[config.mk]
export PLATFORM = sky130hd
export DESIGN_NAME = access_matrix_command_engine_top
export DESIGN_NICKNAME = d
export VERILOG_FILES = /design/src/sv/amce_pkg.sv /design/src/sv/amce_ram.sv /design/src/sv/amce_ctrl.sv /design/src/sv/access_matrix_command_engine_top.sv
export SDC_FILE = /design/constraint.sdc
export NUM_CORES = 2
export LEC_CHECK = 0
export BUFFER_PORTS_ARGS = -buffer_cell sky130_fd_sc_hd__buf_2
export CORE_MARGIN = 3
export CORE_UTILIZATION = 57
export DETAILED_ROUTE_END_ITERATION = 6
export PLACE_DENSITY = 0.71
export RECOVER_POWER = 25
export SKIP_LAST_GASP = 1
export SYNTH_ARGS = -nofsm -noshare
export SYNTH_HDL_FRONTEND = slang
export SYNTH_HIERARCHICAL = 1
export SYNTH_SLANG_ARGS = --single-unit
[constraint.sdc]
create_clock -name clk -period 15.8 [get_ports clk]
set_clock_uncertainty 0.1 [all_clocks]
set_input_delay 0.79 -clock clk [delete_from_list [all_inputs] [get_ports clk]]
set_output_delay 0.79 -clock clk [all_outputs]
set_load 0.01 [all_outputs]
[src/sv/amce_pkg.sv]
// ----------------------------------------------------------------------------
// amce_pkg
// Shared widths, codes and default sizes of the access matrix command engine.
// ----------------------------------------------------------------------------
package amce_pkg;

	localparam int KIND_W    = 3;
	localparam int IDX_W     = 4;
	localparam int RIGHT_W   = 3;
	localparam int MASK_W    = 8;
	localparam int COUNT_W   = 5;
	localparam int STATUS_W  = 2;
	localparam int CFG_IDX_W = 1;
	localparam int CFG_W     = 5;

	localparam int DEF_MAX_SUBJECTS = 16;
	localparam int DEF_MAX_OBJECTS  = 16;
	localparam int DEF_NUM_RIGHTS   = 8;

	localparam logic [CFG_IDX_W-1:0] CFG_TEMPLATE_SUBJECTS = 1'b0;
	localparam logic [CFG_IDX_W-1:0] CFG_TEMPLATE_OBJECTS  = 1'b1;

	typedef enum logic [KIND_W-1:0] {
		KIND_LOAD         = 3'd0,
		KIND_CREATE_OBJ   = 3'd1,
		KIND_CREATE_SUBJ  = 3'd2,
		KIND_DESTROY_OBJ  = 3'd3,
		KIND_DESTROY_SUBJ = 3'd4,
		KIND_ENTER        = 3'd5,
		KIND_DELETE       = 3'd6,
		KIND_READ         = 3'd7
	} kind_t;

	typedef enum logic [STATUS_W-1:0] {
		STATUS_DONE    = 2'd0,
		STATUS_SKIPPED = 2'd1,
		STATUS_REFUSED = 2'd2,
		STATUS_RANGE   = 2'd3
	} status_t;

endpackage

[src/sv/amce_ram.sv]
// ----------------------------------------------------------------------------
// amce_ram
// Generic single-clock RAM, one write port and one registered read port.
// ----------------------------------------------------------------------------
module amce_ram #(
	parameter int WIDTH = 8,
	parameter int DEPTH = 256
) (
	input  logic                     clk,
	input  logic                     we,
	input  logic [$clog2(DEPTH)-1:0] waddr,
	input  logic [WIDTH-1:0]         wdata,
	input  logic [$clog2(DEPTH)-1:0] raddr,
	output logic [WIDTH-1:0]         rdata
);

	logic [WIDTH-1:0] mem_q [DEPTH];
	logic [WIDTH-1:0] rdata_q;

	always_ff @(posedge clk) begin
		if (we) begin
			mem_q[waddr] <= wdata;
		end
		rdata_q <= mem_q[raddr];
	end

	assign rdata = rdata_q;

endmodule

[src/sv/amce_ctrl.sv]
// ----------------------------------------------------------------------------
// amce_ctrl
// Command sequencer: guard check, cell read-modify-write, row and column
// walks for create and destroy, and the clearing pass after reset.
// ----------------------------------------------------------------------------
module amce_ctrl #(
	parameter int MAX_SUBJECTS = amce_pkg::DEF_MAX_SUBJECTS,
	parameter int MAX_OBJECTS  = amce_pkg::DEF_MAX_OBJECTS,
	parameter int NUM_RIGHTS   = amce_pkg::DEF_NUM_RIGHTS
) (
	input  logic                                        clk,
	input  logic                                        arst_n,
	input  logic                                        start,
	output logic                                        busy,
	input  logic [amce_pkg::KIND_W-1:0]                 kind,
	input  logic [amce_pkg::IDX_W-1:0]                  subject_index,
	input  logic [amce_pkg::IDX_W-1:0]                  object_index,
	input  logic [amce_pkg::RIGHT_W-1:0]                right_index,
	input  logic [amce_pkg::MASK_W-1:0]                 rights_mask,
	input  logic                                        guard_enable,
	input  logic [amce_pkg::RIGHT_W-1:0]                guard_right,
	input  logic [amce_pkg::IDX_W-1:0]                  guard_subject,
	input  logic [amce_pkg::IDX_W-1:0]                  guard_object,
	input  logic                                        cfg_we,
	input  logic [amce_pkg::CFG_IDX_W-1:0]              cfg_index,
	input  logic [amce_pkg::CFG_W-1:0]                  cfg_wdata,
	output logic                                        done,
	output logic                                        executed,
	output logic [amce_pkg::STATUS_W-1:0]               status,
	output logic [amce_pkg::MASK_W-1:0]                 cell_rights,
	output logic [amce_pkg::COUNT_W-1:0]                subject_count,
	output logic [amce_pkg::COUNT_W-1:0]                object_count,
	output logic                                        cur_we,
	output logic [$clog2(MAX_SUBJECTS*MAX_OBJECTS)-1:0] cur_waddr,
	output logic [NUM_RIGHTS-1:0]                       cur_wdata,
	output logic [$clog2(MAX_SUBJECTS*MAX_OBJECTS)-1:0] cur_raddr,
	input  logic [NUM_RIGHTS-1:0]                       cur_rdata,
	output logic                                        tpl_we,
	output logic [$clog2(MAX_SUBJECTS*MAX_OBJECTS)-1:0] tpl_waddr,
	output logic [NUM_RIGHTS-1:0]                       tpl_wdata,
	output logic [$clog2(MAX_SUBJECTS*MAX_OBJECTS)-1:0] tpl_raddr,
	input  logic [NUM_RIGHTS-1:0]                       tpl_rdata
);

	import amce_pkg::*;

	localparam int SW    = $clog2(MAX_SUBJECTS);
	localparam int OW    = $clog2(MAX_OBJECTS);
	localparam int CSW   = $clog2(MAX_SUBJECTS + 1);
	localparam int COW   = $clog2(MAX_OBJECTS + 1);
	localparam int AW    = $clog2(MAX_SUBJECTS * MAX_OBJECTS);
	localparam int CMP_W = 8;

	localparam logic [CSW-1:0] TPL_S_RST = CSW'(MAX_SUBJECTS < 16 ? MAX_SUBJECTS : 16);
	localparam logic [COW-1:0] TPL_O_RST = COW'(MAX_OBJECTS < 16 ? MAX_OBJECTS : 16);
	localparam logic [SW-1:0]  ROW_MAX   = SW'(MAX_SUBJECTS - 1);
	localparam logic [OW-1:0]  COL_MAX   = OW'(MAX_OBJECTS - 1);
	localparam logic [NUM_RIGHTS-1:0] RIGHT_ONE = NUM_RIGHTS'(1);

	typedef enum logic [2:0] {
		S_IDLE,
		S_GUARD,
		S_EXEC,
		S_WALK,
		S_FLUSH
	} fsm_t;

	typedef enum logic [1:0] {
		WM_ZERO,
		WM_SHIFT_COL,
		WM_SHIFT_ROW
	} walk_mode_t;

	fsm_t                    state_q;
	kind_t                   kind_q;
	logic [IDX_W-1:0]        s_q, o_q, gs_q, go_q;
	logic [RIGHT_W-1:0]      r_q, gr_q;
	logic [MASK_W-1:0]       mask_q;
	logic                    gen_q;
	logic [CSW-1:0]          tpl_s_q, live_s_q;
	logic [COW-1:0]          tpl_o_q, live_o_q;
	status_t                 guard_stat_q;
	logic                    guard_pass_q;
	logic [SW-1:0]           row_q, row_last_q;
	logic [OW-1:0]           col_q, col_first_q, col_last_q;
	walk_mode_t              walk_mode_q;
	logic                    clear_q;
	logic                    wr_v_s1;
	logic [AW-1:0]           waddr_s1;
	logic                    zero_s1;
	logic                    done_q, executed_q;
	status_t                 status_q;
	logic [MASK_W-1:0]       cell_q;

	logic                    in_live_cell, right_ok, cell_kind;
	logic                    g_live, g_right_ok;
	logic [NUM_RIGHTS-1:0]   g_sh, bitm;
	logic [AW-1:0]           cell_addr;
	logic                    walk_zero, walk_last;
	logic [SW-1:0]           src_row;
	logic [OW-1:0]           src_col;

	logic                    ex_exec, ex_cur_we, ex_tpl_we, ex_walk;
	status_t                 ex_status;
	logic [NUM_RIGHTS-1:0]   ex_cell_val;
	logic [MASK_W-1:0]       ex_cell_out;
	walk_mode_t              ex_mode;
	logic [SW-1:0]           ex_row_first, ex_row_last;
	logic [OW-1:0]           ex_col_first, ex_col_last;

	function automatic logic [AW-1:0] addr_of(input logic [SW-1:0] row,
			input logic [OW-1:0] col);
		return AW'(AW'(row) * AW'(MAX_OBJECTS) + AW'(col));
	endfunction

	assign in_live_cell = (CMP_W'(s_q) < CMP_W'(live_s_q)) && (CMP_W'(o_q) < CMP_W'(live_o_q));
	assign right_ok     = CMP_W'(r_q) < CMP_W'(NUM_RIGHTS);
	assign g_live       = (CMP_W'(gs_q) < CMP_W'(live_s_q)) && (CMP_W'(go_q) < CMP_W'(live_o_q));
	assign g_right_ok   = CMP_W'(gr_q) < CMP_W'(NUM_RIGHTS);
	assign g_sh         = cur_rdata >> gr_q;
	assign bitm         = RIGHT_ONE << r_q;
	assign cell_addr    = addr_of(SW'(s_q), OW'(o_q));
	assign cell_kind    = (kind_q == KIND_LOAD) || (kind_q == KIND_ENTER) ||
	                      (kind_q == KIND_DELETE) || (kind_q == KIND_READ);

	// walk source and end of walk
	assign src_row   = (walk_mode_q == WM_SHIFT_ROW) ? SW'(row_q + 1'b1) : row_q;
	assign src_col   = (walk_mode_q == WM_SHIFT_COL) ? OW'(col_q + 1'b1) : col_q;
	assign walk_zero = (walk_mode_q == WM_ZERO) ||
	                   ((walk_mode_q == WM_SHIFT_COL) && (col_q == col_last_q)) ||
	                   ((walk_mode_q == WM_SHIFT_ROW) && (row_q == row_last_q));
	assign walk_last = (row_q == row_last_q) && (col_q == col_last_q);

	// command decision on the cell read
	always_comb begin
		ex_exec      = 1'b0;
		ex_status    = guard_stat_q;
		ex_cur_we    = 1'b0;
		ex_tpl_we    = 1'b0;
		ex_walk      = 1'b0;
		ex_cell_val  = cur_rdata;
		ex_mode      = WM_ZERO;
		ex_row_first = '0;
		ex_row_last  = ROW_MAX;
		ex_col_first = '0;
		ex_col_last  = COL_MAX;
		if (guard_pass_q) begin
			ex_status = STATUS_DONE;
			unique case (kind_q)
				KIND_LOAD: begin
					if ((CMP_W'(s_q) < CMP_W'(tpl_s_q)) && (CMP_W'(o_q) < CMP_W'(tpl_o_q))) begin
						ex_cell_val = NUM_RIGHTS'(mask_q);
						ex_cur_we   = 1'b1;
						ex_tpl_we   = 1'b1;
						ex_exec     = 1'b1;
					end else begin
						ex_status = STATUS_RANGE;
					end
				end
				KIND_CREATE_OBJ: begin
					if (CMP_W'(live_o_q) < CMP_W'(tpl_o_q)) begin
						ex_walk      = 1'b1;
						ex_col_first = OW'(live_o_q);
						ex_col_last  = OW'(live_o_q);
					end else begin
						ex_status = STATUS_REFUSED;
					end
				end
				KIND_CREATE_SUBJ: begin
					if (CMP_W'(live_s_q) < CMP_W'(tpl_s_q)) begin
						ex_walk      = 1'b1;
						ex_row_first = SW'(live_s_q);
						ex_row_last  = SW'(live_s_q);
					end else begin
						ex_status = STATUS_REFUSED;
					end
				end
				KIND_DESTROY_OBJ: begin
					if (CMP_W'(o_q) < CMP_W'(live_o_q)) begin
						ex_walk      = 1'b1;
						ex_mode      = WM_SHIFT_COL;
						ex_col_first = OW'(o_q);
						ex_col_last  = OW'(live_o_q - 1'b1);
					end else begin
						ex_status = STATUS_RANGE;
					end
				end
				KIND_DESTROY_SUBJ: begin
					if (CMP_W'(s_q) < CMP_W'(live_s_q)) begin
						ex_walk      = 1'b1;
						ex_mode      = WM_SHIFT_ROW;
						ex_row_first = SW'(s_q);
						ex_row_last  = SW'(live_s_q - 1'b1);
					end else begin
						ex_status = STATUS_RANGE;
					end
				end
				KIND_ENTER: begin
					if (!in_live_cell || !right_ok) begin
						ex_status = STATUS_RANGE;
					end else if (|(tpl_rdata & bitm)) begin
						ex_cell_val = cur_rdata | bitm;
						ex_cur_we   = 1'b1;
						ex_exec     = 1'b1;
					end else begin
						ex_status = STATUS_REFUSED;
					end
				end
				KIND_DELETE: begin
					if (!in_live_cell || !right_ok) begin
						ex_status = STATUS_RANGE;
					end else if (|(cur_rdata & bitm)) begin
						ex_cell_val = cur_rdata & ~bitm;
						ex_cur_we   = 1'b1;
						ex_exec     = 1'b1;
					end else begin
						ex_status = STATUS_REFUSED;
					end
				end
				KIND_READ: begin
					if (in_live_cell) begin
						ex_exec = 1'b1;
					end else begin
						ex_status = STATUS_RANGE;
					end
				end
			endcase
		end
		ex_cell_out = (cell_kind && in_live_cell) ? MASK_W'(ex_cell_val) : '0;
	end

	// memory ports
	always_comb begin
		unique case (state_q)
			S_IDLE:  cur_raddr = addr_of(SW'(guard_subject), OW'(guard_object));
			S_WALK:  cur_raddr = addr_of(src_row, src_col);
			default: cur_raddr = cell_addr;
		endcase
		tpl_raddr = cell_addr;
		if (wr_v_s1) begin
			cur_we    = 1'b1;
			cur_waddr = waddr_s1;
			cur_wdata = zero_s1 ? '0 : cur_rdata;
			tpl_we    = clear_q;
			tpl_waddr = waddr_s1;
			tpl_wdata = '0;
		end else begin
			cur_we    = (state_q == S_EXEC) && ex_cur_we;
			cur_waddr = cell_addr;
			cur_wdata = ex_cell_val;
			tpl_we    = (state_q == S_EXEC) && ex_tpl_we;
			tpl_waddr = cell_addr;
			tpl_wdata = ex_cell_val;
		end
	end

	always_ff @(posedge clk or negedge arst_n) begin
		if (!arst_n) begin
			state_q      <= S_WALK;
			kind_q       <= KIND_LOAD;
			s_q          <= '0;
			o_q          <= '0;
			r_q          <= '0;
			mask_q       <= '0;
			gen_q        <= 1'b0;
			gr_q         <= '0;
			gs_q         <= '0;
			go_q         <= '0;
			tpl_s_q      <= TPL_S_RST;
			tpl_o_q      <= TPL_O_RST;
			live_s_q     <= TPL_S_RST;
			live_o_q     <= TPL_O_RST;
			guard_stat_q <= STATUS_DONE;
			guard_pass_q <= 1'b0;
			row_q        <= '0;
			col_q        <= '0;
			row_last_q   <= ROW_MAX;
			col_first_q  <= '0;
			col_last_q   <= COL_MAX;
			walk_mode_q  <= WM_ZERO;
			clear_q      <= 1'b1;
			wr_v_s1      <= 1'b0;
			waddr_s1     <= '0;
			zero_s1      <= 1'b0;
			done_q       <= 1'b0;
			executed_q   <= 1'b0;
			status_q     <= STATUS_DONE;
			cell_q       <= '0;
		end else begin
			done_q  <= 1'b0;
			wr_v_s1 <= 1'b0;
			unique case (state_q)
				S_IDLE: begin
					if (start) begin
						kind_q  <= kind_t'(kind);
						s_q     <= subject_index;
						o_q     <= object_index;
						r_q     <= right_index;
						mask_q  <= rights_mask;
						gen_q   <= guard_enable;
						gr_q    <= guard_right;
						gs_q    <= guard_subject;
						go_q    <= guard_object;
						state_q <= S_GUARD;
					end
				end
				S_GUARD: begin
					if (gen_q && !(g_live && g_right_ok)) begin
						guard_stat_q <= STATUS_RANGE;
						guard_pass_q <= 1'b0;
					end else if (gen_q && !g_sh[0]) begin
						guard_stat_q <= STATUS_SKIPPED;
						guard_pass_q <= 1'b0;
					end else begin
						guard_stat_q <= STATUS_DONE;
						guard_pass_q <= 1'b1;
					end
					state_q <= S_EXEC;
				end
				S_EXEC: begin
					if (ex_walk) begin
						row_q       <= ex_row_first;
						row_last_q  <= ex_row_last;
						col_q       <= ex_col_first;
						col_first_q <= ex_col_first;
						col_last_q  <= ex_col_last;
						walk_mode_q <= ex_mode;
						clear_q     <= 1'b0;
						state_q     <= S_WALK;
					end else begin
						done_q     <= 1'b1;
						executed_q <= ex_exec;
						status_q   <= ex_status;
						cell_q     <= ex_cell_out;
						state_q    <= S_IDLE;
					end
				end
				S_WALK: begin
					wr_v_s1  <= 1'b1;
					waddr_s1 <= addr_of(row_q, col_q);
					zero_s1  <= walk_zero;
					if (walk_last) begin
						state_q <= S_FLUSH;
					end else if (col_q == col_last_q) begin
						col_q <= col_first_q;
						row_q <= SW'(row_q + 1'b1);
					end else begin
						col_q <= OW'(col_q + 1'b1);
					end
				end
				S_FLUSH: begin
					if (!clear_q) begin
						unique case (kind_q)
							KIND_CREATE_OBJ:   live_o_q <= COW'(live_o_q + 1'b1);
							KIND_CREATE_SUBJ:  live_s_q <= CSW'(live_s_q + 1'b1);
							KIND_DESTROY_OBJ:  live_o_q <= COW'(live_o_q - 1'b1);
							KIND_DESTROY_SUBJ: live_s_q <= CSW'(live_s_q - 1'b1);
							default: ;
						endcase
						done_q     <= 1'b1;
						executed_q <= 1'b1;
						status_q   <= STATUS_DONE;
						cell_q     <= '0;
					end
					state_q <= S_IDLE;
				end
				default: state_q <= S_IDLE;
			endcase
			if (cfg_we) begin
				if (cfg_index == CFG_TEMPLATE_SUBJECTS) begin
					tpl_s_q  <= (CMP_W'(cfg_wdata) > CMP_W'(MAX_SUBJECTS)) ?
					            CSW'(MAX_SUBJECTS) : CSW'(cfg_wdata);
					live_s_q <= (CMP_W'(cfg_wdata) > CMP_W'(MAX_SUBJECTS)) ?
					            CSW'(MAX_SUBJECTS) : CSW'(cfg_wdata);
				end else begin
					tpl_o_q  <= (CMP_W'(cfg_wdata) > CMP_W'(MAX_OBJECTS)) ?
					            COW'(MAX_OBJECTS) : COW'(cfg_wdata);
					live_o_q <= (CMP_W'(cfg_wdata) > CMP_W'(MAX_OBJECTS)) ?
					            COW'(MAX_OBJECTS) : COW'(cfg_wdata);
				end
			end
		end
	end

	assign busy          = (state_q != S_IDLE);
	assign done          = done_q;
	assign executed      = executed_q;
	assign status        = status_q;
	assign cell_rights   = cell_q;
	assign subject_count = COUNT_W'(live_s_q);
	assign object_count  = COUNT_W'(live_o_q);

endmodule

[src/sv/access_matrix_command_engine_top.sv]
// ----------------------------------------------------------------------------
// access_matrix_command_engine_top
// Subject-by-object access matrix with template, guarded commands.
// ----------------------------------------------------------------------------
// A command is taken when start is high and busy is low; its one result
// appears on the result ports for a single cycle with done high and cannot
// be held off. Load, enter, delete, read and every skipped or refused command
// pass through guard cell read, addressed cell read and result, and a new
// command is taken only once that result appears. Create and destroy walk the
// affected cells through the single read port of the current matrix, one cell
// a cycle: MAX_SUBJECTS cells for a new column, MAX_OBJECTS for a new row,
// MAX_SUBJECTS times (live columns - index) to destroy a column and
// MAX_OBJECTS times (live rows - index) to destroy a row. After reset busy
// stays high while both matrices are cleared; configuration writes are taken
// at any time.
// ----------------------------------------------------------------------------
module access_matrix_command_engine_top #(
	parameter int MAX_SUBJECTS = amce_pkg::DEF_MAX_SUBJECTS,
	parameter int MAX_OBJECTS  = amce_pkg::DEF_MAX_OBJECTS,
	parameter int NUM_RIGHTS   = amce_pkg::DEF_NUM_RIGHTS
) (
	input  logic                           clk,
	input  logic                           arst_n,
	input  logic                           start,
	output logic                           busy,
	input  logic [amce_pkg::KIND_W-1:0]    kind,
	input  logic [amce_pkg::IDX_W-1:0]     subject_index,
	input  logic [amce_pkg::IDX_W-1:0]     object_index,
	input  logic [amce_pkg::RIGHT_W-1:0]   right_index,
	input  logic [amce_pkg::MASK_W-1:0]    rights_mask,
	input  logic                           guard_enable,
	input  logic [amce_pkg::RIGHT_W-1:0]   guard_right,
	input  logic [amce_pkg::IDX_W-1:0]     guard_subject,
	input  logic [amce_pkg::IDX_W-1:0]     guard_object,
	input  logic                           cfg_we,
	input  logic [amce_pkg::CFG_IDX_W-1:0] cfg_index,
	input  logic [amce_pkg::CFG_W-1:0]     cfg_wdata,
	output logic                           done,
	output logic                           executed,
	output logic [amce_pkg::STATUS_W-1:0]  status,
	output logic [amce_pkg::MASK_W-1:0]    cell_rights,
	output logic [amce_pkg::COUNT_W-1:0]   subject_count,
	output logic [amce_pkg::COUNT_W-1:0]   object_count
);

	import amce_pkg::*;

	localparam int DEPTH = MAX_SUBJECTS * MAX_OBJECTS;
	localparam int AW    = $clog2(DEPTH);

	logic                  cur_we, tpl_we;
	logic [AW-1:0]         cur_waddr, cur_raddr, tpl_waddr, tpl_raddr;
	logic [NUM_RIGHTS-1:0] cur_wdata, cur_rdata, tpl_wdata, tpl_rdata;

	amce_ram #(
		.WIDTH (NUM_RIGHTS),
		.DEPTH (DEPTH)
	) u_cur_ram (
		.clk   (clk),
		.we    (cur_we),
		.waddr (cur_waddr),
		.wdata (cur_wdata),
		.raddr (cur_raddr),
		.rdata (cur_rdata)
	);

	amce_ram #(
		.WIDTH (NUM_RIGHTS),
		.DEPTH (DEPTH)
	) u_tpl_ram (
		.clk   (clk),
		.we    (tpl_we),
		.waddr (tpl_waddr),
		.wdata (tpl_wdata),
		.raddr (tpl_raddr),
		.rdata (tpl_rdata)
	);

	amce_ctrl #(
		.MAX_SUBJECTS (MAX_SUBJECTS),
		.MAX_OBJECTS  (MAX_OBJECTS),
		.NUM_RIGHTS   (NUM_RIGHTS)
	) u_ctrl (
		.clk           (clk),
		.arst_n        (arst_n),
		.start         (start),
		.busy          (busy),
		.kind          (kind),
		.subject_index (subject_index),
		.object_index  (object_index),
		.right_index   (right_index),
		.rights_mask   (rights_mask),
		.guard_enable  (guard_enable),
		.guard_right   (guard_right),
		.guard_subject (guard_subject),
		.guard_object  (guard_object),
		.cfg_we        (cfg_we),
		.cfg_index     (cfg_index),
		.cfg_wdata     (cfg_wdata),
		.done          (done),
		.executed      (executed),
		.status        (status),
		.cell_rights   (cell_rights),
		.subject_count (subject_count),
		.object_count  (object_count),
		.cur_we        (cur_we),
		.cur_waddr     (cur_waddr),
		.cur_wdata     (cur_wdata),
		.cur_raddr     (cur_raddr),
		.cur_rdata     (cur_rdata),
		.tpl_we        (tpl_we),
		.tpl_waddr     (tpl_waddr),
		.tpl_wdata     (tpl_wdata),
		.tpl_raddr     (tpl_raddr),
		.tpl_rdata     (tpl_rdata)
	);

endmodule
==> metrics.cfg <==
[detailed_routing]
firstDrtPassIters = 6
postRouteAntennaNets = 0
wl_mm = 406
vias = 84917
via_per_inst = 6.75
first_iter_violations = 13001
drcViolationCount = 0
wire_per_inst_um = 32.3

[clock_tree]
worstSkewPairLatency_ns = 0.92
cts_buffer_depth = 4
cts_root_buf = clkbuf_16
htree_levels = 5
numCtsBuffers = 407
cts_tree = built
clk_pin_slew_worst_paths_ns = 0.06
numClockSinks = 4217

[power]
seqPwrFrac = 0.402
combinationalPowerShare = 0.342
ir_drop_uv = 259
power_mw = 37.5
p_per_area_nw_per_um2 = 205
internal-power_mw = 24.6
p_sw_frac = 0.344
power_frac_clock = 0.257
p_leak_nw = 56.9
p_switching_mw = 12.9

[place]
post-dp-hpwl_mm = 242
port_buffers = 66
globalplace.congestion = 0.870
placed_area_um2 = 170000
dp.cells = 11801
pre_cts_slack_ns = 8.58

[outcome]
status = complete, but fails checks
violations = capacitance limit, slew limit

[grt]
grt_overflow = 0
grt_pass1_vias = 84018
antenna_found_initial = 21
grt_pass1_wl_mm = 594
grt_max_degree = 221
globalRouteTotalUtil = 0.271

[timing]
slew_headroom = -1.86
drv_slew = 1299
tns_ns = 0
max_freq_mhz = 91.4
tightest_slew_ns = 4.28
setup_slack_ns = 4.86
holdWs_ns = 0.0541
setup_viol = 0
finalCritPeriodShare = 0.693
period_needed_ns = 10.94
rsz0062_at_grt = no
hold_viol_final = 0

[logic_synthesis]
synthArstFlopShare = 0.0249
ys_seq_area_frac = 0.758
synth_edf_count = 4096
synth-seq-cells = 4217
syn_avg_cell_area_um2 = 20.2
synthTopCellsByArea = edfxtp_1 (74%), mux4_2 (12%), mux2i_1 (1.7%)
yosysTopAreaCell = edfxtp_1
ys.flop_type = edfxtp_1
ys_warn_count = 6
synth_top_area_frac = 0.741
ys_types = 93
syn_nets = 8280
synth_cells = 8204
netlist_area_um2 = 166000

[worst_setup_path]
critPathKind = flop to flop
worstSetupStartpointType = flop
worstSetupEndpointType = flop
critPathArrivalTime_ns = 11.34
cp.required_ns = 16.20
path_max_fanout = 117

[finish]
syn2layout_area_growth_pct = 10.2
final_common_cell = edfxtp_1
drive_above_1_share = 0.207
post-route-cell-area_um2 = 183000
final_cell_mix = edfxtp_1 (4096), mux4_2 (911), nor2_1 (593)
stdcell_count = 12579
final_util = 0.633
fin_nets = 8431

[die]
die-area_um2 = 298000
rows = 197
core_area_um2 = 289000
ios = 67
die_y_um = 546
start_util = 0.574
fp.dieW_um = 546

[min_path]
holdCritPathClass = input port to flop

[job]
max_cap_violations = 34

## final timing paths
path | from | end | slack (ns) | cells past startpoint
max | u_ctrl/s_q[1]$_DFFE_PN0P_ | u_cur_ram/mem_q[90][5]$_DFFE_PP_ | 4.86 | 9
min | rights_mask[4] | u_ctrl/mask_q[4]$_DFFE_PN0P_ | 0.05 | 2
max reg2reg | u_ctrl/s_q[1]$_DFFE_PN0P_ | u_cur_ram/mem_q[90][5]$_DFFE_PP_ | 4.86 | 9
min reg2reg | u_ctrl/zero_s1$_DFFE_PN0P_ | u_ctrl/zero_s1$_DFFE_PN0P_ | 0.38 | 2
max in group asynchronous | arst_n | u_ctrl/o_q[0]$_DFFE_PN0P_ | 9.60 | 3
min in group asynchronous | arst_n | u_ctrl/tpl_s_q[2]$_DFFE_PN0P_ | 0.75 | 2
## power groups by stage
stage	Combinational [mW]	Clock, mW	Sequential (mW)
CTS	12.8	9.74	15.0
floorplan	8.51	0	15.8
global placement	12.5	0	15.2
finish	12.8	9.63	15.1
detailed placement	12.8	0	15.2
global route	13.5	10.2	15.1
## cells in the mapped netlist, types with 22 or more instances
| master | instances |
|---|---|
| a22o_1 | 22 |
| o21ai_0 | 70 |
| buf_1 | 50 |
| a22oi_1 | 282 |
| buf_4 | 65 |
| nor2b_1 | 72 |
| nand2b_1 | 30 |
| buf_6 | 44 |
| nand3_1 | 78 |
| mux4_2 | 911 |
| clkbuf_1 | 246 |
| a21oi_1 | 222 |
| nor2_1 | 599 |
| a211oi_1 | 37 |
| nand4_1 | 24 |
| o211ai_1 | 24 |
| ha_1 | 32 |
| nand2_1 | 175 |
| buf_2 | 69 |
| a221oi_1 | 30 |
| o221ai_1 | 101 |
| edfxtp_1 | 4096 |
| dfrtp_1 | 90 |
| mux2i_1 | 275 |
| mux2_2 | 45 |
| buf_8 | 26 |
| o22ai_1 | 60 |
| nor3_1 | 60 |
| inv_1 | 37 |
| nor4_1 | 49 |
## kinds of logic after synthesis
family / count (synthesis) / synth area share
buf+inv: 556 / 0.0199
mux: 1243 / 0.145
flops: 4217 / 0.758
xor+xnor: 27 / 0.00142
compound gates: 965 / 0.0415
fa+ha+maj: 33 / 0.00247
simple gates: 1163 / 0.0319
## layer usage
metal  part of all wire  GRT usage  vias to the layer above
li1                   -          -                    34380
met4              0.028     0.0738                       14
met3               0.12     0.0673                      734
met1               0.38      0.401                    44491
met5            0.00020          0                        -
met2               0.47      0.411                     5298
## cell type report
type                    instances  area [um2]
clock inverters               236        2280
flip-flops and latches       4217      126000
diodes                          9        22.5
well taps                    3880        4850
clock buffers                 508       10900
fillers                     18969      106000
inverters                      40         150
multi-input cells            3431       37000
repair buffers                258        1830
## state kept, by name, summed over array words and instances, names as in the netlist, 5 cells and up
register / flops
u_ctrl/cell_rights: 8
u_ctrl/mask_q: 8
u_ctrl/object_count: 5
u_ctrl/subject_count: 5
u_ctrl/tpl_o_q: 5
u_ctrl/tpl_s_q: 5
u_ctrl/waddr_s1: 8
u_cur_ram/mem_q: 2048
u_cur_ram/rdata: 8
u_tpl_ram/mem_q: 2048
u_tpl_ram/rdata: 8
## repair_timing
item | in CTS | in global routing
resized for setup | 0 | 0
buffers inserted | 0 | 0
hold buffers | 24 | 0
endpoints found under the hold margin | 53 | 0
## worst max-delay path: stages, from the launching register on
cell	delay, ns
dfrtp_2	0.34
clkbuf_1	2.00
ha_1	0.54
a2111oi_0	0.70
o32ai_1	0.53
nor2_1	0.43
a32o_1	0.25
a32o_1	2.60
a21o_1	1.79
buf_4	1.07
(Power assumes the default switching activity.)
